### config.mk
export PLATFORM = sky130hd
export DESIGN_NAME = snts_cmp
export DESIGN_NICKNAME = d
export VERILOG_FILES = /design/src/sorted_name_table_search_assert.svh /design/src/snts_pkg.sv /design/src/snts_cmp.sv
export SDC_FILE = /design/constraint.sdc
export NUM_CORES = 1
export LEC_CHECK = 0
export BUFFER_PORTS_ARGS = -buffer_cell sky130_fd_sc_hd__buf_2
export CAP_MARGIN = 20
export CORE_AREA = 2 2 75 77
export DETAILED_ROUTE_END_ITERATION = 8
export DIE_AREA = 0 0 77 79
export PLACE_DENSITY = 0.73
export SYNTH_ARGS = -nofsm -noshare
export SYNTH_HDL_FRONTEND = slang
export SYNTH_SLANG_ARGS = --single-unit
### constraint.sdc
create_clock -name vclk -period 2.4
set_input_delay 0.24 -clock vclk [all_inputs]
set_output_delay 0.24 -clock vclk [all_outputs]
set_load 0.005 [all_outputs]
### src/sorted_name_table_search_assert.svh
// ----------------------------------------------------------------------------
// sorted name table search assertion macros
// concurrent check helpers used by sorted_name_table_search
// ----------------------------------------------------------------------------
`ifndef SORTED_NAME_TABLE_SEARCH_ASSERT_SVH
`define SORTED_NAME_TABLE_SEARCH_ASSERT_SVH

// same-cycle implication, clocked on clk, quiet in reset
`define SNTS_ASSERT_IMPL(label, ante, cons) \
    label: assert property (@(posedge clk) disable iff (!rst_n) (ante) |-> (cons)) \
        else $error("assertion failed");

// next-cycle implication, clocked on clk, quiet in reset
`define SNTS_ASSERT_NEXT(label, ante, cons) \
    label: assert property (@(posedge clk) disable iff (!rst_n) (ante) |=> (cons)) \
        else $error("assertion failed");

`endif

### src/snts_pkg.sv
// ----------------------------------------------------------------------------
// snts_pkg
// shared types, codes and defaults of the sorted name table search block
// ----------------------------------------------------------------------------
package snts_pkg;

    localparam int MAX_ENTRIES_DEF = 128;
    localparam int KEY_WORDS_DEF   = 7;

    localparam int REQ_W    = 2;
    localparam int CHUNK_W  = 64;
    localparam int STATUS_W = 3;
    localparam int INDEX_W  = 7;

    localparam logic [REQ_W-1:0] REQ_STORE  = 2'd0;
    localparam logic [REQ_W-1:0] REQ_SEARCH = 2'd1;
    localparam logic [REQ_W-1:0] REQ_CLEAR  = 2'd2;

    localparam logic [STATUS_W-1:0] STS_STORED    = 3'd0;
    localparam logic [STATUS_W-1:0] STS_FULL      = 3'd1;
    localparam logic [STATUS_W-1:0] STS_FOUND     = 3'd2;
    localparam logic [STATUS_W-1:0] STS_NOT_FOUND = 3'd3;
    localparam logic [STATUS_W-1:0] STS_CLEARED   = 3'd4;

    typedef enum logic [3:0] {
        S_IDLE,
        S_PAD,
        S_SA_RD,
        S_SA_CAP,
        S_SB_RD,
        S_SB_CAP,
        S_WR,
        S_WRL,
        S_BS_CHK,
        S_BS_RD,
        S_BS_CAP
    } state_t;

    // word compare outcome: decided on a differing byte or a shared terminator
    typedef struct packed {
        logic decided;
        logic less;
        logic greater;
    } cmp_t;

endpackage

### src/snts_cmp.sv
// ----------------------------------------------------------------------------
// snts_cmp
// strcmp-style compare of one 64-bit key word, first character in msb
// ----------------------------------------------------------------------------
module snts_cmp (
    input  logic [snts_pkg::CHUNK_W-1:0] a,
    input  logic [snts_pkg::CHUNK_W-1:0] b,
    output snts_pkg::cmp_t               res
);
    import snts_pkg::*;

    always_comb
    begin
        logic [7:0] ca;
        logic [7:0] cb;
        res = '0;
        for (int k = 7; k >= 0; k--)
        begin
            ca = a[k*8 +: 8];
            cb = b[k*8 +: 8];
            if (!res.decided)
            begin
                if (ca != cb)
                begin
                    res.decided = 1'b1;
                    res.less    = (ca < cb);
                    res.greater = (ca > cb);
                end
                else if (ca == 8'd0)
                begin
                    res.decided = 1'b1;
                end
            end
        end
    end

endmodule

== After elaboration in Yosys (flattened, before gate mapping) ==
Index checks and enable logic that the tools add are counted.
Cells by class
  mux-type cells: 31
  equal/unequal tests: 8
  $lt $le $gt $ge: 16
  bitwise logic cells: 0
  reductions and logical operators: 8
  multiply operators: 0
  shift operators: 0
  div/mod/pow operators: 0
  add/subtract/negate cells: 0
Operator list (number)
  $gt 8x8->1: 8
  $logic_not 8->1: 8
  $lt 8x8->1: 8
  $ne 8x8->1: 8
  $mux 3: 7
  $mux 1: 16
  $mux 2: 8
Word-level totals
  bits in read-only memories: 0
  input port bits: 128
  latch bits: 0
  memory bits (writable): 0
  logic and storage cells: 63
  output and inout port bits: 3
  memories kept: 0
  register bits: 0

== Logic depth before layout (Yosys ltp) ==
Gate-level depths: netlist of run 1.
  depth in word-level cells: 16
  depth in mapped cells: 9

== Worst setup path after synthesis of run 1 ==
No wires, ideal clock.
  path kind: input to output
  from: in b[62] (netlist name)
  to: out res[1] (netlist name)
  required time: 2.160 ns
  stages on the path: 9
  arrival: 1.866 ns
  path slack: 0.294 ns
  path buffers: 0
  path through: inv_1 -> ha_1 -> nand4_2 -> a211oi_4 -> o211ai_1 -> or4_1 -> o211ai_2 -> o211ai_2 -> o21ai_2
RTL lines
  start: declaration: line snts_cmp.sv:7  | input logic [snts_pkg::CHUNK_W-1:0] b,
  end: declaration: line snts_cmp.sv:8  | output snts_pkg::cmp_t res

==> metrics.md, run 1 <==
| Metric | Value |
|---|---|
| Status | finished clean |
| DP Worst Slack | -0.0259 ns |
| Synth Net Count | about 470 |
| Drt wl/cell | around 11 um |
| Post-synthesis compound-gate area fraction | between 20% and 30% |
| Num sequential | 0 |
| Multiplexer area fraction after synthesis | 0% |
| Syn Inst Count | between 200 and 300 |
| Vias | ~2,500 |
| Critical path required time | around 2.2 ns |
| Worst EP arrival | roughly 2.1 ns |
| Critical path destination | res[1] |
| Vias per inst | 4.98 |
| CTS Hold Bufs | 0 |
| Share of post-route cells with drive strength above 1 | between 40% and 50% |
| Final setup vio count | 0 |
| Clk_buf instances | 0 |
| Pin count of the biggest net entering global routing | 5 |
| LEAKAGE | around 1.7 nW |
| Tcrit/Tclk final | a little over nine tenths |
| Peak fanout along the critical path | 3 |
| Slew headroom | about 66% |
| Cell variety after synth | between 40 and 50 |
| Max Cap Violations | 0 |
| Sequential area share after synthesis | 0% |
| Final worst setup slack | a little over 0.06 ns |
| # diodes | 0 |
| Least-Margin Pin Slew | between 0.5 and 0.6 ns |
| Detailed placement HPWL | around 5 mm |
| Hold slack | a little over 0.9 ns |
| Grt ovf | 0 |
| Die width | ~77 um |
| Starting Density | approximately 37% |
| Critical Path Source Type | input pin |
| Kind of critical path | in -> out |
| PD cells | 146 nW/um^2 |
| Max IR drop VDD | 73.9 uV |
| Port bufs | ~130 |
| Syn_area_per_cell | ~7.2 um^2 |
| Fill cell count | 508 |
| Final Max Slew Viols | 0 |
| Register area | 0 um^2 |
| Die area | ~6100 um^2 |
| DR iter-0 viols | 25 |
| Final Hold Fails | 0 |
| Initial antenna violation count | 0 |
| I/O pin total | between 100 and 150 |
| Count leader, synth | inv_1 |
| Final GP Congestion | 0.784 |
| Layout Nets | around 620 |
| Setup tns final | 0 ns |
| Worst Hold Class | in -> out |
| Crit path time final | approximately 2.3 ns |
| Post-synthesis cell area | around 2000 um^2 |
| Crit path launch | a[59] |
| Area leader, netlist | ha_1 |
| Total wire length | around 5.5 mm |
| Synth Area in XOR/XNOR | 0% |
| Simple-Gate Fraction of Synth Area | a little under a quarter |
| Post-synthesis adder-cell area fraction | between 40% and 50% |
| Rows | 27 |
| Die Height | just under 80 um |
| Largest family of logic cells by synthesized area | adder cells |
| DRT antenna net count | 0 |
| Worst Hold Depth | 5 |
| Top cells by area, synth | ha_1 (41%), inv_1 (13%), nor4_1 (5.4%) |
| Layout Cells excl Fill | 493 |
| Vias in the first global route | 2,315 |
| Synth top cells by count | inv_1 (67), ha_1 (64), a21oi_1 (18), nor4_1 (17), nand4_1 (15) |
| Ys Warns | 0 |
| FMAX | around 430 MHz |
| Core Region | 5340 um^2 |
| Worst setup EP type | output port |
| Gr usage total | between 10% and 20% |
| Yosys top cell area share | ~41% |
| RSZ-0062 raised after global routing | true |
| TritonRoute pass-1 iters | 4 |
| # placed instances | 490 |
| First-pass GRT wire length | a little under 9 mm |
| Area delta synth->final | 51.5% |
| DRC Markers | 0 |
how the worst min path moves through the flow:
stage               endpoint  from  slack, ns
global route          res[2]  a[5]       0.94
finish                res[2]  a[5]       0.92
global placement      res[2]  a[5]       0.92
detailed placement    res[2]  a[5]       0.91
floorplan             res[2]  a[6]       0.65
CTS                   res[2]  a[5]       0.92
layout make-up:
cell class | count | area, um^2 | area share, %
inverter | 67 | 251 | 8.40
multi-input combinational | 207 | 1860 | 62.2
tap | 72 | 90.1 | 3.01
timing repair buffer | 147 | 788 | 26.3
logic make-up (layout without fill, tap and decap cells):
group / Yosys count / after routing
compound gates: 65 / 65
simple gates: 78 / 78
fa+ha+maj: 64 / 64
buf+inv: 67 / 214
worst max-delay path: stages:
cell and delay [ns]:
buf_2 0.11, ha_1 0.30, nand4_1 0.17, a211oi_4 0.27
o211ai_1 0.15, or4_1 0.44, o211ai_2 0.11, o211ai_2 0.11
o21ai_2 0.07, buf_2 0.13
stage by stage:
step / utilization [%] / cell area [um^2] / total power, mW
2_1_floorplan: - / 1980 / 0.219
3_3_place_gp: 52.8 / 2820 / 0.393
3_5_place_dp: 52.8 / 2820 / 0.403
4_1_cts: 53.4 / 2850 / 0.411
5_1_grt: 56.1 / 2990 / 0.503
6_report: 56.1 / 2990 / 0.437
placed cells by master (no fill, tap or decap), types with 7 or more instances in the layout:
master    Yosys  final
buf_2         0    129
ha_1         64     57
ha_4          0      7
a21oi_1      18     18
o211ai_1      7      7
nor2_1        8      8
nor4_1       17     15
o21ai_0       7      7
nand2_1      13     13
buf_4         0     16
inv_1        67     65
nand4_1      15     15
where the power goes:
part | internal [mW] | switching [mW]
combinational | 0.228 | 0.209
sequential | 0 | 0
clock | 0 | 0
routing by layer:
layer	routed length, um	GRT usage (%)	vias up
li1	-	-	1305
met1	2420	20.0	1066
met2	2780	34.1	84
met3	323	0.682	0
met4	0	0	0
met5	0	0	-
repair_timing:
item	4_1_cts	5_1_grt
pin swaps	5	9
endpoints found under the setup margin	1	2
gates resized for setup	3	16
buffers inserted	2	1
Power figures use the tool's default switching activity.
==> run 2: changes to the inputs <==
Clock period 2.4 ns to 2.5 ns, I/O delays scaled along.
==> metrics.md, run 2 (synthesized netlist as in run 1, its figures left out) <==
| Metric | Value |
|---|---|
| Crit-path slowest cell | or3_4 |
| Seq pwr share | 0% (unchanged) |
| Crit path time final | around 2.4 ns |
| Max IR drop VDD | 70.2 uV (-5.1%) |
| Worst path cell trace | buf_2 > ha_1 > nand4_1 > a211oi_4 > buf_4 > nand4_4 > or3_4 > o2111ai_2 > buf_2 |
| Critical Path Source Type | input pin |
| Kind of critical path | in -> out |
| Vias | 2,444 (-0.45%) |
| DRT antenna net count | 0 (unchanged) |
| Clock network power share | 0% (unchanged) |
| # placed instances | 487 (-0.61%) |
| Critical path required time | 2.25 ns (+0.09 ns) |
| Worst Hold Class | in -> out |
| Design area | 2930 um^2 (-2.1%) |
| Status | finished clean |
| Grt ovf | 0 (unchanged) |
| Area delta synth->final | 48.3% |
| P_int | 0.209 mW (-8.5%) |
| Num sequential | 0 (unchanged) |
| Top Family by Delay on Critical Path | simple AND/OR/NAND/NOR gates |
| Starting Density | 37.0% (unchanged) |
| Total wire length | 5.45 mm (-1.4%) |
| Final worst setup slack | 0.108 ns (+0.0471 ns) |
| Port bufs | 131 (unchanged) |
| Pin count of the biggest net entering global routing | 6 (+1) |
| Setup tns final | 0 ns (unchanged) |
| Tcrit/Tclk final | a little over nine tenths |
| Fill cell count | 525 (+3.3%) |
| Core Region | 5340 um^2 (unchanged) |
| Die width | 77 um (unchanged) |
| Worst setup EP type | output port |
| Slew headroom | 63.2% (-2.4 points) |
| Most frequent cells in the layout | buf_2 (130), inv_1 (64), ha_1 (60), a21oi_1 (18), nor4_1 (17) |
| Least-Margin Pin Slew | 0.546 ns (+0.0364 ns) |
| Register area | 0 um^2 (unchanged) |
| Final Max Slew Viols | 0 (unchanged) |
| Max stage delay on crit path | 0.36 ns (-0.08 ns) |
| Sw Ratio | 48.0% (+0.24 points) |
| Vias per inst | 4.97 (-0.25%) |
| Peak fanout along the critical path | 4 (+1) |
| Drt wl/cell | 11.1 um (-1.2%) |
| Final setup vio count | 0 (unchanged) |
| Gr usage total | 16.9% (+0.31 points) |
| Layout Cells excl Fill | 492 (-0.20%) |
| Layout Nets | 614 (-0.16%) |
| Vias in the first global route | 2,368 (+2.3%) |
| # diodes | 0 (unchanged) |
| LEAKAGE | 1.72 nW (+1.1%) |
| I/O pin total | 131 (unchanged) |
| Commonest non-fill, non-tap cell in the layout | buf_2 |
| Rows | 27 (unchanged) |
| Final Hold Fails | 0 (unchanged) |
| Clk_buf instances | 0 (unchanged) |
| Die Height | 79 um (unchanged) |
| Detailed placement HPWL | 4.95 mm (-0.33%) |
| PD cells | 137 nW/um^2 (-6.1%) |
| Die area | 6080 um^2 (unchanged) |
| Worst path most repeated cell | buf_2 |
| First-pass GRT wire length | 9.09 mm (+1.9%) |
| Final GP Congestion | 0.770 (-1.8%) |
| Max Cap Violations | 0 (unchanged) |
| Share of post-route cells with drive strength above 1 | 40.5% (-1.6 points) |
| Combinational power share | 100.0% (about the same) |
| WP buf/inv | 3 (+1) |
| Placed inst area | 2800 um^2 (-0.80%) |
| FMAX | 418 MHz |
| Sw power | 0.193 mW (-7.7%) |
| TritonRoute pass-1 iters | 4 (unchanged) |
| DP Worst Slack | 0.0204 ns (+0.0463 ns) |
| DR iter-0 viols | 27 (+8.0%) |
| Worst EP arrival | 2.14 ns (+0.04 ns) |
| DRC Markers | 0 (unchanged) |
| Initial antenna violation count | 0 (unchanged) |
==> run 2: metrics by stage <==
stage          util (%)  total power [mW]  hold slack (ns)
2_1_floorplan         -             0.211            0.666
4_1_cts            52.4             0.388            0.910
3_5_place_dp       52.4             0.385            0.904
5_1_grt            54.9             0.467            0.957
3_3_place_gp       52.4             0.374            0.937
6_report           54.9             0.401            0.910
==> run 2: worst paths after layout <==
kind / from / endpoint / slack [ns] / cells past startpoint
max: a[51] / res[0] / 0.11 / 9
min: a[6] / res[2] / 0.91 / 5
==> run 2: power by group through the flow <==
stage | registers, mW | logic (mW) | clock network, mW
final | 0 | 0.401 | 0
after global routing | 0 | 0.467 | 0
after CTS | 0 | 0.388 | 0
after detailed placement | 0 | 0.385 | 0
after global placement | 0 | 0.374 | 0
after floorplan | 0 | 0.211 | 0
==> run 2: area by class of cell <==
| class | instances | area (um^2) | area share (%) |
|---|---|---|---|
| Tap cell | 72 | 90.1 | 3.08 |
| Inverter | 67 | 251 | 8.59 |
| Timing Repair Buffer | 146 | 778 | 26.6 |
| Multi-Input combinational cell | 207 | 1810 | 61.8 |
==> run 2: layer usage <==
metal | vias up | GRT usage (%) | wire (um)
met1 | 1060 | 20.7 | 2370
met5 | - | 0 | 0
met2 | 84 | 33.7 | 2740
li1 | 1300 | - | -
met4 | 0 | 0.357 | 0
met3 | 0 | 1.25 | 336
==> run 2: repair_timing <==
| action | 4_1_cts | 5_1_grt |
|---|---|---|
| resized for setup | 0 | 14 |
| endpoints found under the setup margin | 0 | 2 |
| hold buffers | 0 | 0 |
| buffers inserted | 0 | 5 |
==> run 3: changes to the inputs <==
Settings changed: PLACE_DENSITY 0.73 to 0.76.
Clock period 2.5 ns to 2.1 ns, I/O delays scaled along.
==> metrics.md, run 3 (synthesized netlist as in run 1, its figures left out) <==
| Metric | Value |
|---|---|
| Status | complete, but fails checks |
| Failing checks | negative setup slack |
| TritonRoute pass-1 iters | 4 (unchanged) |
| Clk_buf instances | 0 (unchanged) |
| DRC Markers | 0 (unchanged) |
| DP Worst Slack | -0.197 ns (-0.217 ns) |
| Max IR drop VDD | 93.2 uV (+33%) |
| WP buf/inv | 3 (unchanged) |
| Detailed placement HPWL | 5.27 mm (+6.3%) |
| Die width | 77 um (unchanged) |
| Final GP Congestion | 0.833 (+8.2%) |
| Worst path most repeated cell | o211ai_2 |
| Least-Margin Pin Slew | 0.426 ns (-0.120 ns) |
| Crit path time final | 2.24 ns |
| Core Region | 5340 um^2 (unchanged) |
| Vias per inst | 5.09 (+2.4%) |
| Final Hold Fails | 0 (unchanged) |
| Vias | 2,655 (+8.6%) |
| GR Layer Usage met2 | 41.3% (+7.6 points) |
| CTS Hold Bufs | 0 (unchanged) |
| Share of post-route cells with drive strength above 1 | 50.7% (+10 points) |
| PD cells | 175 nW/um^2 (+28%) |
| Top Family by Delay on Critical Path | compound AO/OA/AOI/OAI gates |
| Register area | 0 um^2 (unchanged) |
| Rows | 27 (unchanged) |
| Top Usage Layer GRT | met2 |
| Final core occ | 64.2% (+9.3 points) |
| Slew headroom | 71.3% (+8.1 points) |
| Layout Nets | 644 (+4.9%) |
| FMAX | between 400 and 500 MHz |
| Critical path required time | 1.89 ns (-0.36 ns) |
| LEAKAGE | 1.89 nW (+9.8%) |
| Port bufs | 131 (unchanged) |
| Drt wl/cell | 12.2 um (+10%) |
| Setup tns final | -0.245 ns (-0.245 ns) |
| Max stage delay on crit path | 0.44 ns (+0.08 ns) |
| Crit-path slowest cell | or4_1 |
| Kind of critical path | in -> out |
| Final Max Slew Viols | 0 (unchanged) |
| Tcrit/Tclk final | 107% |
| Num sequential | 0 (unchanged) |
| Die area | 6080 um^2 (unchanged) |
| DR iter-0 viols | 54 (+100%) |
| Final setup vio count | 2 (+2) |
| Gr usage total | 19.6% (+2.7 points) |
| Final worst setup slack | -0.142 ns (-0.250 ns) |
| Starting Density | 37.0% (unchanged) |
| Area delta synth->final | 73.3% |
| # diodes | 0 (unchanged) |
| Initial antenna violation count | 0 (unchanged) |
| Worst Hold Class | in -> out |
| Most frequent cells in the layout | buf_2 (116), inv_1 (54), ha_1 (49), buf_4 (45), a21oi_1 (18) |
| Worst path cell trace | buf_6 > inv_2 > ha_4 > nand4_1 > a211oi_4 > o211ai_1 > or4_1 > o211ai_2 > o211ai_2 > o21ai_2 > buf_2 |
| Max Cap Violations | 0 (unchanged) |
| Peak fanout along the critical path | 3 (-1) |
| Vias in the first global route | 2,657 (+12%) |
| Global routing usage on met1 | 22.0% (+1.3 points) |
| RSZ-0062 raised after global routing | true |
| Pin count of the biggest net entering global routing | 6 (unchanged) |
| Die Height | 79 um (unchanged) |
| I/O pin total | 131 (unchanged) |
| Total wire length | 6.37 mm (+17%) |
| Worst EP arrival | 2.03 ns (-0.11 ns) |
| Met3 usage | 1.48% (+0.23 points) |
| First-pass GRT wire length | 10.5 mm (+15%) |
| Grt ovf | 0 (unchanged) |
| Critical Path Source Type | input pin |
| Commonest non-fill, non-tap cell in the layout | buf_2 |
| Hold slack | 0.839 ns (-0.0709 ns) |
| DRT antenna net count | 0 (unchanged) |
| Worst setup EP type | output port |
run 3: cell count changes in the layout (fill, tap and decap cells not counted), sizes merged:
cell,change
buf,+30
run 3: power breakdown:
part           total, mW  internal (mW)  switching [mW]
Combinational      0.599          0.330           0.269
Clock                  0              0               0
Sequential             0              0               0
Total              0.599          0.330           0.269
run 3: layout make-up:
class | instances | area [um^2]
Multi-Input combinational cell | 207 | 2000
Fill cell | 468 | 1910
Timing Repair Buffer | 176 | 1090
Tap cell | 72 | 90.1
Inverter | 67 | 251
run 3: repair_timing:
action	in CTS	in global routing
pin swaps	11	9
gates resized for setup	38	24
cloned	0	0
setup buffers	6	3
setup endpoints to repair	3	3
run 3: path summary, 6_finish.rpt:
check | startpoint | endpoint | depth (start not counted)
worst min-delay path | a[5] | res[2] | 5
worst max-delay path | b[51] | res[1] | 11
run 3: per-stage QoR:
step	total power [mW]	instance area [um^2]	cells
after floorplan	0.251	1980	274
after global placement	0.489	2990	513
after detailed placement	0.505	2990	513
after CTS	0.572	3320	519
after global routing	0.677	3420	522
final	0.599	3420	522
run 3: routing by layer:
layer  part of all wire, %  up-vias
met5                     0        -
met3                   4.8        4
met1                    41     1201
met2                    54       86
met4                  0.53        0
li1                      -     1364
